<file path="config.mk">
export PLATFORM = sky130hd
export DESIGN_NAME = servo_bus_status_frame_parser_core_flat
export DESIGN_NICKNAME = d
export VERILOG_FILES = /design/src/rtl/sbsp_pkg.sv /design/src/rtl/sbsp_in_if.sv /design/src/rtl/sbsp_out_if.sv /design/src/rtl/sbsp_param_buf.sv /design/src/rtl/servo_bus_status_frame_parser_core.sv /design/src/flat_wrapper.sv
export VERILOG_INCLUDE_DIRS = /design/src /design/src/rtl
export SDC_FILE = /design/constraint.sdc
export NUM_CORES = 1
export LEC_CHECK = 0
export ABC_CLOCK_PERIOD_IN_PS = 5250
export BUFFER_PORTS_ARGS = -buffer_cell sky130_fd_sc_hd__buf_2
export CORE_MARGIN = 1
export CORE_UTILIZATION = 25
export CTS_CLUSTER_SIZE = 14
export DETAILED_ROUTE_END_ITERATION = 7
export PLACE_DENSITY_LB_ADDON = 0.12
export SLEW_MARGIN = 20
export SYNTH_ARGS = -nofsm -noshare
export SYNTH_HDL_FRONTEND = slang
export SYNTH_HIERARCHICAL = 1
export SYNTH_SLANG_ARGS = --single-unit
</file>
<file path="constraint.sdc">
create_clock -name i_clk -period 5.25 [get_ports i_clk]
set_input_delay 0.7875 -clock i_clk [delete_from_list [all_inputs] [get_ports i_clk]]
set_output_delay 0.7875 -clock i_clk [all_outputs]
set_load 0.005 [all_outputs]
</file>
<file path="src/rtl/servo_bus_status_frame_parser_core_assert.svh">
// Assertion macros shared by the servo bus status frame parser RTL.
`ifndef SERVO_BUS_STATUS_FRAME_PARSER_CORE_ASSERT_SVH
`define SERVO_BUS_STATUS_FRAME_PARSER_CORE_ASSERT_SVH

// Same-cycle implication, disabled while reset is asserted.
`define SBSP_ASSERT_IMPL(label, clk, rst_n, ante, cons) \
    label: assert property (@(posedge clk) disable iff (!rst_n) (ante) |-> (cons)) \
        else $error("sbsp assertion failed");

// Next-cycle implication, disabled while reset is asserted.
`define SBSP_ASSERT_NEXT(label, clk, rst_n, ante, cons) \
    label: assert property (@(posedge clk) disable iff (!rst_n) (ante) |=> (cons)) \
        else $error("sbsp assertion failed");

`endif

</file>
<file path="src/rtl/sbsp_pkg.sv">
// Package with the types and constants of the servo bus status frame parser.
package sbsp_pkg;

    localparam int MAX_PARAMS = 48;
    localparam int BYTE_W     = 8;
    localparam int PAR_W      = 6;
    localparam int LEN_W      = 6;
    localparam int CFG_IDX_W  = 1;
    localparam int CFG_DATA_W = 8;

    localparam logic [BYTE_W-1:0] HDR_BYTE       = 8'hFF;
    localparam logic [BYTE_W-1:0] SCAN_MAX       = 8'hFF;
    localparam logic [BYTE_W-1:0] MIN_LENGTH     = 8'd2;
    localparam logic [BYTE_W-1:0] MAX_FRAME_LEN  = BYTE_W'(MAX_PARAMS + 2);
    localparam logic [BYTE_W-1:0] SCAN_LIMIT_RST = 8'd50;
    localparam logic [LEN_W-1:0]  MAX_LENGTH_RST = 6'd50;

    localparam logic [CFG_IDX_W-1:0] CFG_SCAN_LIMIT = 1'b0;
    localparam logic [CFG_IDX_W-1:0] CFG_MAX_LENGTH = 1'b1;

    typedef enum logic [1:0] {
        ST_OK     = 2'd0,
        ST_NOHDR  = 2'd1,
        ST_BADLEN = 2'd2,
        ST_BADSUM = 2'd3
    } t_status;

    typedef enum logic [6:0] {
        PH_HUNT  = 7'b0000001,
        PH_ID    = 7'b0000010,
        PH_LEN   = 7'b0000100,
        PH_ERR   = 7'b0001000,
        PH_PARAM = 7'b0010000,
        PH_CHK   = 7'b0100000,
        PH_DRAIN = 7'b1000000
    } t_phase;

    typedef struct packed {
        logic              we;
        logic [PAR_W-1:0]  waddr;
        logic [BYTE_W-1:0] wdata;
        logic              re;
        logic [PAR_W-1:0]  raddr;
    } t_buf_req;

endpackage

</file>
<file path="src/rtl/sbsp_in_if.sv">
// Input channel interface carrying received bus bytes.
interface sbsp_in_if;
    import sbsp_pkg::*;

    logic              valid;
    logic              ready;
    logic [BYTE_W-1:0] rx_byte;

    modport source (output valid, output rx_byte, input ready);
    modport sink (input valid, input rx_byte, output ready);
endinterface

</file>
<file path="src/rtl/sbsp_out_if.sv">
// Output channel interface carrying parsed frame results.
interface sbsp_out_if;
    import sbsp_pkg::*;

    logic              valid;
    logic              ready;
    logic [1:0]        status;
    logic [BYTE_W-1:0] servo_id;
    logic [BYTE_W-1:0] error_byte;
    logic              data_valid;
    logic [BYTE_W-1:0] data_byte;
    logic [PAR_W-1:0]  data_index;
    logic              last;

    modport source (output valid, output status, output servo_id, output error_byte,
                    output data_valid, output data_byte, output data_index,
                    output last, input ready);
    modport sink (input valid, input status, input servo_id, input error_byte,
                  input data_valid, input data_byte, input data_index,
                  input last, output ready);
endinterface

</file>
<file path="src/rtl/sbsp_param_buf.sv">
// Parameter byte buffer: one write port and one registered read port.
module sbsp_param_buf (
    input  logic                      i_clk,
    input  sbsp_pkg::t_buf_req        i_req,
    output logic [sbsp_pkg::BYTE_W-1:0] o_rdata
);
    import sbsp_pkg::*;

    logic [BYTE_W-1:0] mem [MAX_PARAMS];
    logic [BYTE_W-1:0] r_rdata;

    always_ff @(posedge i_clk) begin
        if (i_req.we) begin
            mem[i_req.waddr] <= i_req.wdata;
        end
    end

    always_ff @(posedge i_clk) begin
        if (i_req.re) begin
            r_rdata <= mem[i_req.raddr];
        end
    end

    assign o_rdata = r_rdata;
endmodule

</file>
<file path="src/rtl/servo_bus_status_frame_parser_core.sv">
// Top level of the servo bus status frame parser.
//
//   Port      Dir  Handshake    Transaction
//   i_rx      in   valid/ready  one received bus byte
//   o_res     out  valid/ready  one result item (status or parameter byte)
//   i_cfg_*   in   write enable one configuration register write
//
// A byte is taken whenever the output register is free or being emptied.
// A good frame with N parameters then drains N items, one per cycle while the output is not
// stalled, after the first registered read from the parameter memory's one read port.
// No bytes are accepted while a frame drains, and a stalled output holds off the input.
// Reset is synchronous; the parameter memory is not cleared and needs no clearing pass.
module servo_bus_status_frame_parser_core (
    input  logic                            i_clk,
    input  logic                            i_rst_n,
    input  logic                            i_cfg_we,
    input  logic [sbsp_pkg::CFG_IDX_W-1:0]  i_cfg_idx,
    input  logic [sbsp_pkg::CFG_DATA_W-1:0] i_cfg_data,
    sbsp_in_if.sink                         i_rx,
    sbsp_out_if.source                      o_res
);
    import sbsp_pkg::*;

    `include "servo_bus_status_frame_parser_core_assert.svh"

    logic [BYTE_W-1:0] r_scan_limit;
    logic [LEN_W-1:0]  r_max_length;

    t_phase            r_phase,        n_phase;
    logic [1:0]        r_header_run,   n_header_run;
    logic [BYTE_W-1:0] r_scan_count,   n_scan_count;
    logic [BYTE_W-1:0] r_frame_id,     n_frame_id;
    logic [LEN_W-1:0]  r_frame_length, n_frame_length;
    logic [BYTE_W-1:0] r_frame_error,  n_frame_error;
    logic [BYTE_W-1:0] r_running_sum,  n_running_sum;
    logic [PAR_W-1:0]  r_param_count,  n_param_count;
    logic [PAR_W-1:0]  r_rd_idx,       n_rd_idx;
    logic              r_rd_pend,      n_rd_pend;

    logic              r_out_valid,    n_out_valid;
    t_status           r_out_status,   n_out_status;
    logic [BYTE_W-1:0] r_out_id,       n_out_id;
    logic [BYTE_W-1:0] r_out_err,      n_out_err;
    logic              r_out_dv,       n_out_dv;
    logic [BYTE_W-1:0] r_out_byte,     n_out_byte;
    logic [PAR_W-1:0]  r_out_idx,      n_out_idx;
    logic              r_out_last,     n_out_last;

    t_buf_req          buf_req;
    logic [BYTE_W-1:0] buf_rdata;

    logic              out_free;
    logic              in_accept;
    logic              drain_load;
    logic              drain_last;
    logic [BYTE_W-1:0] rx_b;
    logic [BYTE_W-1:0] scan_inc;
    logic [1:0]        run_inc;
    logic [PAR_W-1:0]  count_inc;
    logic              emit;
    t_status           emit_status;

    sbsp_param_buf u_param_buf (
        .i_clk   (i_clk),
        .i_req   (buf_req),
        .o_rdata (buf_rdata)
    );

    assign out_free   = !r_out_valid || o_res.ready;
    assign i_rx.ready = (r_phase != PH_DRAIN) && out_free;
    assign in_accept  = i_rx.valid && i_rx.ready;
    assign rx_b       = i_rx.rx_byte;
    assign drain_load = (r_phase == PH_DRAIN) && r_rd_pend && out_free;
    assign drain_last = (r_rd_idx + 6'd1) == r_param_count;
    assign scan_inc   = (r_scan_count != SCAN_MAX) ? r_scan_count + 8'd1 : r_scan_count;
    assign run_inc    = (r_header_run == 2'd0) ? 2'd1 : 2'd2;
    assign count_inc  = r_param_count + 6'd1;

    always_comb begin
        n_phase        = r_phase;
        n_header_run   = r_header_run;
        n_scan_count   = r_scan_count;
        n_frame_id     = r_frame_id;
        n_frame_length = r_frame_length;
        n_frame_error  = r_frame_error;
        n_running_sum  = r_running_sum;
        n_param_count  = r_param_count;
        n_rd_idx       = r_rd_idx;
        n_rd_pend      = r_rd_pend;
        emit           = 1'b0;
        emit_status    = ST_OK;
        buf_req        = '0;
        buf_req.waddr  = r_param_count;
        buf_req.wdata  = rx_b;
        buf_req.raddr  = r_rd_idx;

        if (in_accept) begin
            case (r_phase)
                PH_HUNT: begin
                    n_scan_count = scan_inc;
                    n_header_run = (rx_b == HDR_BYTE) ? run_inc : 2'd0;
                    if (n_header_run == 2'd2) begin
                        n_phase      = PH_ID;
                        n_header_run = 2'd0;
                        n_scan_count = '0;
                    end else if (scan_inc >= r_scan_limit) begin
                        n_frame_id    = '0;
                        n_frame_error = '0;
                        emit          = 1'b1;
                        emit_status   = ST_NOHDR;
                        n_header_run  = 2'd0;
                        n_scan_count  = '0;
                    end
                end
                PH_ID: begin
                    n_frame_id = rx_b;
                    n_phase    = PH_LEN;
                end
                PH_LEN: begin
                    if (rx_b >= MIN_LENGTH && rx_b <= {2'b00, r_max_length}
                            && rx_b <= MAX_FRAME_LEN) begin
                        n_frame_length = rx_b[LEN_W-1:0];
                    end else begin
                        n_frame_length = '0;
                    end
                    n_running_sum = r_frame_id + rx_b;
                    n_phase       = PH_ERR;
                end
                PH_ERR: begin
                    n_frame_error = rx_b;
                    n_running_sum = r_running_sum + rx_b;
                    n_param_count = '0;
                    if (r_frame_length < LEN_W'(MIN_LENGTH)) begin
                        emit        = 1'b1;
                        emit_status = ST_BADLEN;
                        n_phase     = PH_HUNT;
                        n_header_run = 2'd0;
                        n_scan_count = '0;
                    end else if (r_frame_length == LEN_W'(MIN_LENGTH)) begin
                        n_phase = PH_CHK;
                    end else begin
                        n_phase = PH_PARAM;
                    end
                end
                PH_PARAM: begin
                    buf_req.we    = 1'b1;
                    n_param_count = count_inc;
                    n_running_sum = r_running_sum + rx_b;
                    if (({1'b0, count_inc} + 7'd2) >= {1'b0, r_frame_length}) begin
                        n_phase = PH_CHK;
                    end
                end
                PH_CHK: begin
                    n_header_run = 2'd0;
                    n_scan_count = '0;
                    if (rx_b != ~r_running_sum) begin
                        emit        = 1'b1;
                        emit_status = ST_BADSUM;
                        n_phase     = PH_HUNT;
                    end else if (r_param_count == '0) begin
                        emit        = 1'b1;
                        emit_status = ST_OK;
                        n_phase     = PH_HUNT;
                    end else begin
                        n_phase   = PH_DRAIN;
                        n_rd_idx  = '0;
                        n_rd_pend = 1'b0;
                    end
                end
                default: begin
                    n_phase      = PH_HUNT;
                    n_header_run = 2'd0;
                    n_scan_count = '0;
                end
            endcase
        end else if (r_phase == PH_DRAIN) begin
            if (!r_rd_pend) begin
                buf_req.re = 1'b1;
                n_rd_pend  = 1'b1;
            end else if (drain_load) begin
                n_rd_idx = r_rd_idx + 6'd1;
                if (drain_last) begin
                    n_rd_pend = 1'b0;
                    n_phase   = PH_HUNT;
                end else begin
                    buf_req.re    = 1'b1;
                    buf_req.raddr = r_rd_idx + 6'd1;
                    n_rd_pend     = 1'b1;
                end
            end
        end
    end

    always_comb begin
        n_out_valid  = r_out_valid && !o_res.ready;
        n_out_status = r_out_status;
        n_out_id     = r_out_id;
        n_out_err    = r_out_err;
        n_out_dv     = r_out_dv;
        n_out_byte   = r_out_byte;
        n_out_idx    = r_out_idx;
        n_out_last   = r_out_last;
        if (emit) begin
            n_out_valid  = 1'b1;
            n_out_status = emit_status;
            n_out_id     = n_frame_id;
            n_out_err    = n_frame_error;
            n_out_dv     = 1'b0;
            n_out_byte   = '0;
            n_out_idx    = '0;
            n_out_last   = 1'b1;
        end else if (drain_load) begin
            n_out_valid  = 1'b1;
            n_out_status = ST_OK;
            n_out_id     = r_frame_id;
            n_out_err    = r_frame_error;
            n_out_dv     = 1'b1;
            n_out_byte   = buf_rdata;
            n_out_idx    = r_rd_idx;
            n_out_last   = drain_last;
        end
    end

    always_ff @(posedge i_clk) begin
        if (!i_rst_n) begin
            r_scan_limit <= SCAN_LIMIT_RST;
            r_max_length <= MAX_LENGTH_RST;
        end else if (i_cfg_we) begin
            case (i_cfg_idx)
                CFG_SCAN_LIMIT: r_scan_limit <= i_cfg_data;
                CFG_MAX_LENGTH: r_max_length <= i_cfg_data[LEN_W-1:0];
                default: begin
                end
            endcase
        end
    end

    always_ff @(posedge i_clk) begin
        if (!i_rst_n) begin
            r_phase        <= PH_HUNT;
            r_header_run   <= '0;
            r_scan_count   <= '0;
            r_frame_id     <= '0;
            r_frame_length <= '0;
            r_frame_error  <= '0;
            r_running_sum  <= '0;
            r_param_count  <= '0;
            r_rd_idx       <= '0;
            r_rd_pend      <= 1'b0;
            r_out_valid    <= 1'b0;
        end else begin
            r_phase        <= n_phase;
            r_header_run   <= n_header_run;
            r_scan_count   <= n_scan_count;
            r_frame_id     <= n_frame_id;
            r_frame_length <= n_frame_length;
            r_frame_error  <= n_frame_error;
            r_running_sum  <= n_running_sum;
            r_param_count  <= n_param_count;
            r_rd_idx       <= n_rd_idx;
            r_rd_pend      <= n_rd_pend;
            r_out_valid    <= n_out_valid;
        end
    end

    always_ff @(posedge i_clk) begin
        r_out_status <= n_out_status;
        r_out_id     <= n_out_id;
        r_out_err    <= n_out_err;
        r_out_dv     <= n_out_dv;
        r_out_byte   <= n_out_byte;
        r_out_idx    <= n_out_idx;
        r_out_last   <= n_out_last;
    end

    assign o_res.valid      = r_out_valid;
    assign o_res.status     = r_out_status;
    assign o_res.servo_id   = r_out_id;
    assign o_res.error_byte = r_out_err;
    assign o_res.data_valid = r_out_dv;
    assign o_res.data_byte  = r_out_byte;
    assign o_res.data_index = r_out_idx;
    assign o_res.last       = r_out_last;

    `SBSP_ASSERT_IMPL(a_count_bound, i_clk, i_rst_n, 1'b1, r_param_count <= PAR_W'(MAX_PARAMS))
    `SBSP_ASSERT_IMPL(a_pend_in_drain, i_clk, i_rst_n, r_rd_pend, r_phase == PH_DRAIN)
    `SBSP_ASSERT_IMPL(a_drain_idx, i_clk, i_rst_n, r_phase == PH_DRAIN, r_rd_idx < r_param_count)
    `SBSP_ASSERT_NEXT(a_drain_end, i_clk, i_rst_n, drain_load && drain_last, r_phase == PH_HUNT && o_res.last)
endmodule

</file>
<file path="src/flat_wrapper.sv">
// flat-port wrapper written by rule: the top's interface ports become plain ports
module servo_bus_status_frame_parser_core_flat import sbsp_pkg::*;
  (i_clk, i_rst_n, i_cfg_we, i_cfg_idx, i_cfg_data, i_rx_valid, i_rx_rx_byte, i_rx_ready, o_res_valid, o_res_status, o_res_servo_id, o_res_error_byte, o_res_data_valid, o_res_data_byte, o_res_data_index, o_res_last, o_res_ready);
  sbsp_in_if i_rx_i ();
  sbsp_out_if o_res_i ();
  input  logic i_clk;
  input  logic i_rst_n;
  input  logic i_cfg_we;
  input  logic [sbsp_pkg::CFG_IDX_W-1:0] i_cfg_idx;
  input  logic [sbsp_pkg::CFG_DATA_W-1:0] i_cfg_data;
  input wire logic [$bits(i_rx_i.valid)-1:0] i_rx_valid;
  input wire logic [$bits(i_rx_i.rx_byte)-1:0] i_rx_rx_byte;
  output wire logic [$bits(i_rx_i.ready)-1:0] i_rx_ready;
  output wire logic [$bits(o_res_i.valid)-1:0] o_res_valid;
  output wire logic [$bits(o_res_i.status)-1:0] o_res_status;
  output wire logic [$bits(o_res_i.servo_id)-1:0] o_res_servo_id;
  output wire logic [$bits(o_res_i.error_byte)-1:0] o_res_error_byte;
  output wire logic [$bits(o_res_i.data_valid)-1:0] o_res_data_valid;
  output wire logic [$bits(o_res_i.data_byte)-1:0] o_res_data_byte;
  output wire logic [$bits(o_res_i.data_index)-1:0] o_res_data_index;
  output wire logic [$bits(o_res_i.last)-1:0] o_res_last;
  input wire logic [$bits(o_res_i.ready)-1:0] o_res_ready;
  assign i_rx_i.valid = i_rx_valid;
  assign i_rx_i.rx_byte = i_rx_rx_byte;
  assign i_rx_ready = i_rx_i.ready;
  assign o_res_valid = o_res_i.valid;
  assign o_res_status = o_res_i.status;
  assign o_res_servo_id = o_res_i.servo_id;
  assign o_res_error_byte = o_res_i.error_byte;
  assign o_res_data_valid = o_res_i.data_valid;
  assign o_res_data_byte = o_res_i.data_byte;
  assign o_res_data_index = o_res_i.data_index;
  assign o_res_last = o_res_i.last;
  assign o_res_i.ready = o_res_ready;
  servo_bus_status_frame_parser_core u_core (.i_clk(i_clk), .i_rst_n(i_rst_n), .i_cfg_we(i_cfg_we), .i_cfg_idx(i_cfg_idx), .i_cfg_data(i_cfg_data), .i_rx(i_rx_i), .o_res(o_res_i));
endmodule
</file>
Yosys cells after proc, flatten, opt, wreduce, memory -nomap -nowiden. Memories as Yosys holds them, arrays and structs flattened. A register that Yosys moved wholly into a read port is not among the register bits. Index checks and enable logic that the tools add are counted.

Flip-flop bits (word level): 109. RAM bits: 384. Input bits: 22. Output and inout port bits: 36. Logic and storage cells: 166. Memories: 1.

Memory list: u_core.u_param_buf.mem (words 48, bits a word 8, read ports 1, clocked after Yosys merged registers in 1, wr ports 1, RTL line sbsp_param_buf.sv:9) `logic [BYTE_W-1:0] mem [MAX_PARAMS];`.

Add/sub/neg operators: 6. $lt $le $gt $ge: 6. Equal/unequal tests: 20. Mux-type cells: 80. Bitwise gates (word level): 3. Reductions and logical operators: 30.

Operator list (number): $mux W8 (14); $mux W7 (14); $mux W6 (10); $pmux W8 S2 (3); $pmux W7 S6 (1); $pmux W8 S3 (1); $mux W1 (22); $mux W2 (11); $add A8 B8 Y8 (2); $reduce_bool A2 Y1 (7); $add A6 B1 Y6 const B (2); $pmux W2 S3 (2); $pmux W6 S2 (1); $reduce_and A6 Y1 (2); $reduce_and A2 Y1 (5); $add A8 B1 Y8 const B (1); $eq A8 B8 Y1 const B (1); $ge A8 B2 Y1 const B (1); $ge A8 B8 Y1 (1); $le A8 B6 Y1 (1); $le A8 B6 Y1 const B (1); $ne A8 B8 Y1 (1); $ne A8 B8 Y1 const B (1); $not A8 Y8 (1); 28 further kinds (39).

Longest topological paths before layout. Gate-level depths: netlist of the first run.

Depth in word-level cells: 8. Mapped depth: 16. Gate-level depth less buffers: 12.

By module. The synthesis of the first run kept the hierarchy.

Modules (own cells, without submodules): sbsp_param_buf (instances 1, cells each 790, area each 15414.8 um2, sequential area each 11771.3 um2); servo_bus_status_frame_parser_core (instances 1, cells each 712, area each 6193.4 um2, sequential area each 2362.3 um2).

Worst setup path after synthesis of the first run. Ideal clock, no wire load.

Kind: reg2reg. Start point: register u_core.r_scan_count[0]. End point: register u_core.r_out_err[0], in the netlist u_core/o_res.error_byte[0], enable pin. Library setup time: 0.340 ns. Arrival: 3.387 ns. Data required time: 4.910 ns. Setup slack: 1.524 ns. Stages on the path, launching flop included: 12. Path buffers: 1. Period minus slack after synthesis: 3.726 ns. Cells stage by stage: dfxtp_1 ha_1 and2_1 clkbuf_1 nand4_1 mux2_2 ha_1 a2111oi_0 nor4_1 o21bai_4 a21oi_4 or2_2.

Cells in the longest elaborated chain, start to end: 8. Elaborated cells on any way between the ends: 9. Those cells by class: add/sub (1); order compare (1); eq/ne (1); mux (5); reduce/logical (1).

RTL lines: start, declared (RTL line servo_bus_status_frame_parser_core.sv:31) `logic [BYTE_W-1:0] r_scan_count, n_scan_count;`; start signal, assigned (RTL line servo_bus_status_frame_parser_core.sv:254) `r_scan_count <= n_scan_count;`; $add A8 B1 Y8 / $ne A8 B8 Y1 (equally long branches) (RTL line servo_bus_status_frame_parser_core.sv:75) `assign scan_inc = (r_scan_count != SCAN_MAX) ? r_scan_count + 8'd1 : r_scan_count;`; $mux W8 (*) (RTL line servo_bus_status_frame_parser_core.sv:75); $ge A8 B8 Y1 (*) (RTL line servo_bus_status_frame_parser_core.sv:106) `end else if (scan_inc >= r_scan_limit) begin`; $mux W1 (*) (RTL line servo_bus_status_frame_parser_core.sv:106); $mux W1 (*) (RTL line servo_bus_status_frame_parser_core.sv:102) `if (n_header_run == 2'd2) begin`; $pmux W1 S3 (*) (RTL line servo_bus_status_frame_parser_core.sv:98) `case (r_phase)`; $mux W1 (*) (RTL line servo_bus_status_frame_parser_core.sv:97) `if (in_accept) begin`; $reduce_bool A2 Y1 (no line) (*); end signal, assigned (RTL line servo_bus_status_frame_parser_core.sv:269) `r_out_err <= n_out_err;`; end, declared (RTL line servo_bus_status_frame_parser_core.sv:43) `logic [BYTE_W-1:0] r_out_err, n_out_err;`.

Mark *: on every way between the ends. The rest lies on a longest branch, timed or not. A chain may end at the register's enable or synchronous reset.

==> impl_results.md, run 1 <==
- Slew headroom: 31.2%
- Biggest area consumer among synthesized cells: edfxtp_1
- Vias in the first global route: 12.6k
- Top_reg_cell synth: edfxtp_1
- WHS: 0.436 ns
- Clock Latency Late Sink: 0.62 ns
- Type of the worst min-delay path: primary input to flop
- P&R area growth vs syn: 15.9%
- Drt total wl: 62.3 mm
- Post-cts sizing count: 0
- GRT Util Overall: 14.1%
- Worst EP arrival: 5.10 ns
- Crit path max fanout: 17
- Number of remaining DRC errors: 0
- Wire per inst: 22.6 um
- Final setup skew: 0.0534 ns
- Die Span Y: 296 um
- Final period util: 88.7%
- # hold bufs at CTS: 0
- Post-synthesis sequential area ratio: 65.4%
- Slew Limit Fails: 0
- ANT cells: 0
- Net Count, Synth: 1557
- Sink Count: 501
- Cell Area, Synth: 21600 um^2
- Unrepaired setup endpoints after global routing: false
- Die ar.: 87600 um^2
- Synth Register Bits: 501
- Outcome: finished, final reports clean
- Least-Margin Pin Slew: 1.03 ns
- Layout cells sized above 1: 17.0%
- Via count: 12.7k
- Final hold vios: 0
- Initial antenna violation count: 1
- DP Area: 23300 um^2
- Post-synth EDFFs: 410
- Final min period: 4.66 ns
- Peak supply drop: 0.223 mV
- Hpwl dp: 41.1 mm
- Die width: 296 um
- Count of input and output buffers: 57
- CP required: 5.69 ns
- Area of the core: 85400 um^2
- CTS tree: done
- Postcts setup bufs: 0
- FP Rows: 107
- Io pins: 58
- GP Congestion: 0.764
- 1st-pass router iterations: 5
- Clk buf depth: 3
- Leakage power: 7.89 nW
- CP endpoint kind: flop
- Post-route cell area: 25100 um^2
- Remaining Overflow, GRT: 0
- CTS Buf Count: 56
- F_max: 215 MHz
- First-pass GRT wire length: 88.9 mm
- Synth top area share: 57.0%
- Max H-tree Level: 2
- Synth top area cells: edfxtp_1 57%, dfxtp_1 8.4%, mux2i_1 6.3%, mux4_2 4.2%, ha_1 1.9%
- Nets@finish: 1625
- Post-synthesis async set-or-reset flop share: 0%
- Max_cap viols: 0
- Starting density of the core: 25.3%
- Vias/cell: 4.62
- Largest net degree at the start of global routing: 54
- Critical path class: flop to flop
- Crit start category: flop
- Avg Inst Size Synth: 14.4 um^2
- Syn Inst Count: 1502
- Antenna Nets Post-Route: 0
- Final setup fails: 0
- CTS Root Cell: clkbuf_16
- Power Density: 327 nW/um^2
- Post-synth cell types: 80
- Sum Neg Setup Slack: 0 ns
- Synth Warn #: 6
- Initial DRC Count: 859
- Worst-path clk slew: 0.06 ns
## layer usage
metal,routed length [um],vias to the layer above,global-route usage [%]
li1,-,5938,-
met1,29600,6528,19.4
met2,29600,195,23.0
met3,1680,72,1.70
met4,1450,0,4.04
met5,0,-,0
## state kept, by name, summed over array words and instances, names as in the netlist, 7 cells and up
name / count
u_core/r_running_sum: 8
u_core/u_param_buf/o_rdata: 8
u_core/o_res.error_byte: 8
u_core/r_frame_id: 8
u_core/r_frame_error: 8
u_core/r_scan_count: 8
u_core/o_res.servo_id: 8
u_core/r_scan_limit: 8
u_core/u_param_buf/mem: 384
u_core/r_phase: 7
u_core/o_res.data_byte: 8
## Yosys cell counts, types with 6 or more instances
cell      number
a22oi_1       47
clkbuf_1      46
nand3b_1       9
a32o_1        10
a21oi_1       71
ha_1          32
buf_2         18
nand3_1       35
a32oi_1        8
nor3_1        13
nor2b_1       21
nor4_1         7
nand4_1       10
buf_4         10
and3_1         8
mux4_2        40
o22ai_1       10
inv_1         28
xor2_1        16
and2_1         7
nor2_1       102
mux2i_1      136
o41ai_2        8
a22o_1        24
a21o_1         6
o21ai_0       13
mux2_2        10
buf_1         10
dfxtp_1       91
xnor2_1       23
or2_2          7
o211ai_1       7
edfxtp_1     410
a221oi_1      16
nand2_1       99
or3_1          7
nand2b_1      13
buf_6         10
## stage by stage
stage	worst slack [ns]	total power, mW	std cells	utilization, %
final	0.593	8.20	2755	29.3
after global routing	0.348	8.46	2755	29.3
after CTS	0.626	8.33	2755	29.3
after detailed placement	0.626	4.57	2656	27.3
after global placement	0.645	4.57	2656	27.3
after floorplan	1.52	4.45	1502	-
## kinds of logic after synthesis
family / Yosys count / share of synthesized area, %
compound gates: 261 / 9.17
xor+xnor: 39 / 1.58
fa+ha+maj: 33 / 1.95
buf+inv: 125 / 2.81
flops: 501 / 65.4
mux: 186 / 11.0
simple gates: 357 / 8.10
## report_power, final
part | total, mW | internal [mW] | switching (mW)
logic | 0.176 | 0.0388 | 0.137
clock network | 3.72 | 2.12 | 1.60
registers | 4.30 | 4.30 | 0.00519
total | 8.20 | 6.45 | 1.74
## layout make-up
class,instances,area [um^2]
Clock buffer,72,1470
Inverter,29,109
Fill cell,8687,60400
Timing Repair Buffer,106,741
Sequential cell,501,14100
Multi-Input combinational cell,876,6930
Tap cell,1144,1430
Clock inverter,27,238
## worst paths after layout
kind / to / cells after the start / slack (ns) / from
hold / removal: u_core/r_scan_limit[1]$_SDFFE_PN1P_ / 3 / 0.44 / i_cfg_data[1]
setup reg to reg: u_core/u_param_buf/o_rdata[3]$_DFFE_PP_ / 12 / 0.59 / u_core/r_rd_idx[0]$_SDFFE_PN0P_
setup / recovery: u_core/u_param_buf/o_rdata[3]$_DFFE_PP_ / 12 / 0.59 / u_core/r_rd_idx[0]$_SDFFE_PN0P_
hold reg to reg: u_core/o_res.data_byte[4]$_SDFFE_PN0P_ / 2 / 0.45 / u_core/o_res.data_byte[4]$_SDFFE_PN0P_
## cells in the final DEF (no fill, tap or decap), types with 24 or more instances in the layout
cell type / count
dfxtp_1: 91
a22oi_1: 47
inv_1: 28
buf_2: 57
nor2_1: 101
buf_4: 42
clkbuf_16: 56
mux4_2: 40
ha_1: 32
nand2_1: 99
mux2i_1: 136
a22o_1: 24
edfxtp_1: 410
a21oi_1: 71
nand3_1: 35
## worst max-delay path, cell delays in order, from the launching register on
cell,delay [ns]
dfxtp_1,0.53
ha_1,0.32
nand2b_1,0.12
o211ai_1,0.17
a31oi_1,0.10
or4_1,0.60
nand2_1,0.22
mux2_2,0.57
and2_1,0.50
a22o_1,0.33
a221oi_1,0.43
o22ai_1,0.24
o41ai_2,0.34
No activity file was read; power rests on OpenSTA's default activity.
==> run 2: changes to the inputs <==
- ABC_CLOCK_PERIOD_IN_PS: 5250 -> unset
- CORE_ASPECT_RATIO: unset -> 1.5
- PLACE_DENSITY: unset -> 0.48
- PLACE_DENSITY_LB_ADDON: 0.12 -> unset
==> run 2 against run 1 <==
Compared with the run above:
- fmax up 3.1%
- via count up 0.68%
- clock power decreased by 2%
- register-to-register slack gained 0.14 ns
- utilization is 0.14 points lower
- worst setup slack better by 0.14 ns
- sequential share of layout area increased by 0.29 points
- non-clock buffer count is 2 lower
- first-iteration DRC count is 9.8% lower
- total power shrank 1.0%
- highest routed layer unchanged
==> impl_results.md, run 2 (same netlist as run 1, synthesis figures left out) <==
- Hold Crit Endpoint: u_core/r_scan_limit[7]$_SDFFE_PN0P_
- Hpwl dp: 41.0 mm
- Antenna Nets Post-Route: 0
- Slowest cell delay on critical path: 0.66 ns
- Pint: 6.45 mW
- Sw frac: 20.4%
- Sink Count: 501
- FF-to-FF End: u_core/u_param_buf/o_rdata[2]$_DFFE_PP_
- Die ar.: 87600 um^2
- Initial DRC Count: 775
- Unrepaired setup endpoints after global routing: false
- Reg2reg path depth: 13
- Sum Neg Setup Slack: 0 ns
- CP required: 5.68 ns
- Post-cts sizing count: 0
- Leakage power: 7.85 nW
- Outcome: finished, final reports clean
- Reg2Reg Setup Slack: 0.73 ns
- Nets@finish: 1616
- CP top delay family: simple AND/OR/NAND/NOR gates
- Non-filler instance count after layout: 2730
- Remaining Overflow, GRT: 0
- CTS Root Cell: clkbuf_16
- Starting density of the core: 25.3%
- Die Span Y: 362 um
- Max stage delay cell, worst path: or4_1
- Initial antenna violation count: 4
- FP Rows: 131
- Peak supply drop: 0.195 mV
- Crit-path cells: nand2_1, or2_2, xnor2_1, or4_1, nand2_1, mux2_2, buf_4, and2_1, buf_4, a22o_1, a221oi_1, o22ai_1, o41ai_2
- GP Congestion: 0.833
- First-pass GRT wire length: 88.8 mm
- Crit path max fanout: 33
- Clock Latency Late Sink: 0.61 ns
- Final hold vios: 0
- Final min period: 4.52 ns
- GRT Util Overall: 13.6%
- Io pins: 58
- Hold Path Depth: 3
- Clk pwr share: 44.9%
- # hold bufs at CTS: 0
- ANT cells: 0
- Area of the core: 85400 um^2
- Postcts setup bufs: 0
- Power Density: 325 nW/um^2
- Clk buf depth: 3
- Slew headroom: 37.0%
- P_sw: 1.66 mW
- F_max: 221 MHz
- Crit start category: flop
- CP Buf/Inv Count: 2
- CTS Buf Count: 49
- WHS: 0.438 ns
- Via count: 12.8k
- Wire per inst: 21.9 um
- Max H-tree Level: 2
- Largest net degree at the start of global routing: 69
- Layout cells sized above 1: 17.1%
- Post-placement cell count: 2640
- CP endpoint kind: flop
- CTS tree: done
- Count of input and output buffers: 57
- Slew Limit Fails: 0
- Vias/cell: 4.70
- Power Total: 8.11 mW
- Reg2reg start: u_core/r_rd_idx[2]$_SDFFE_PN0P_
- Type of the worst min-delay path: primary input to flop
- Min-delay src: i_cfg_data[7]
- Least-Margin Pin Slew: 0.941 ns
- Die width: 242 um
- Largest register FFs: 384
- Vias in the first global route: 13.2k
- Critical path class: flop to flop
- Final setup fails: 0
- Sequential power share: 53.0%
- DP Area: 23200 um^2
- Worst-path clk slew: 0.06 ns
- Post-route cell area: 24900 um^2
- Worst EP arrival: 4.94 ns
- Final period util: 86.0%
- Max_cap viols: 0
- P&R area growth vs syn: 15.3%
- Number of remaining DRC errors: 0
- Drt total wl: 59.8 mm
- Commonest non-fill, non-tap cells in the layout: 410 x edfxtp_1, 136 x mux2i_1, 101 x nor2_1
- Combinational group share of total power: 2.0%
- 1st-pass router iterations: 5
- Final setup skew: 0.0303 ns
- Commonest non-fill, non-tap cell in the layout: edfxtp_1
- Largest register by flop count: u_core/u_param_buf/mem
==> run 2: cell types whose count changed in the layout (fill, tap and decap cells not counted), sizes merged <==
cell	before	now
clkbuf	72	58
inv	29	31
bufinv	3	7
buf	106	104
clkinv	23	22
==> run 2: how the worst max path moves through the flow <==
| stage | cells past startpoint | to | startpoint | slack (ns) |
|---|---|---|---|---|
| finish | 13 | u_core/u_param_buf/o_rdata[2]$_DFFE_PP_ | u_core/r_rd_idx[2]$_SDFFE_PN0P_ | 0.73 |
| global placement | 13 | u_core/u_param_buf/o_rdata[2]$_DFFE_PP_ | u_core/r_rd_idx[0]$_SDFFE_PN0P_ | 0.58 |
| detailed placement | 13 | u_core/u_param_buf/o_rdata[2]$_DFFE_PP_ | u_core/r_rd_idx[0]$_SDFFE_PN0P_ | 0.56 |
| CTS | 13 | u_core/u_param_buf/o_rdata[2]$_DFFE_PP_ | u_core/r_rd_idx[0]$_SDFFE_PN0P_ | 0.55 |
| floorplan | 11 | u_core/o_res.error_byte[0]$_DFFE_PP_ | u_core/r_scan_count[0]$_SDFFE_PN0P_ | 1.52 |
| global route | 13 | u_core/u_param_buf/o_rdata[2]$_DFFE_PP_ | u_core/r_rd_idx[2]$_SDFFE_PN0P_ | 0.49 |
==> run 2: power by group through the flow <==
| stage | sequential, mW | combinational [mW] | clock, mW |
|---|---|---|---|
| floorplan | 4.39 | 0.0658 | 0 |
| global placement | 4.39 | 0.167 | 0 |
| detailed placement | 4.39 | 0.172 | 0 |
| CTS | 4.30 | 0.173 | 3.75 |
| global route | 4.30 | 0.186 | 3.89 |
| finish | 4.30 | 0.164 | 3.65 |
==> run 2: layer usage <==
metal / track usage (%) / wire length [um] / share of wire, %
met1: 14.6 / 22100 / 37
met2: 26.2 / 33000 / 55
met3: 1.66 / 1880 / 3.1
met4: 6.52 / 2920 / 4.9
met5: 0 / 0 / 0
==> run 2: through the flow <==
step / util [%] / setup slack, ns
after floorplan: - / 1.52
final: 29.2 / 0.733
after global placement: 27.2 / 0.583
after global routing: 29.2 / 0.488
after detailed placement: 27.2 / 0.561
after CTS: 29.2 / 0.549
==> run 2: tightest hold or removal path: stages <==
cell     delay [ns]
buf_2          0.10
nand2_1        0.06
a21oi_1        0.06
==> run 2: area by class of cell <==
cell class | count | area, um^2
clock buffer | 58 | 1300
clock inverter | 32 | 363
fill | 8458 | 60500
inverter | 29 | 109
multi-input combinational | 876 | 6930
sequential | 501 | 14100
tap | 1130 | 1410
timing repair buffer | 104 | 676
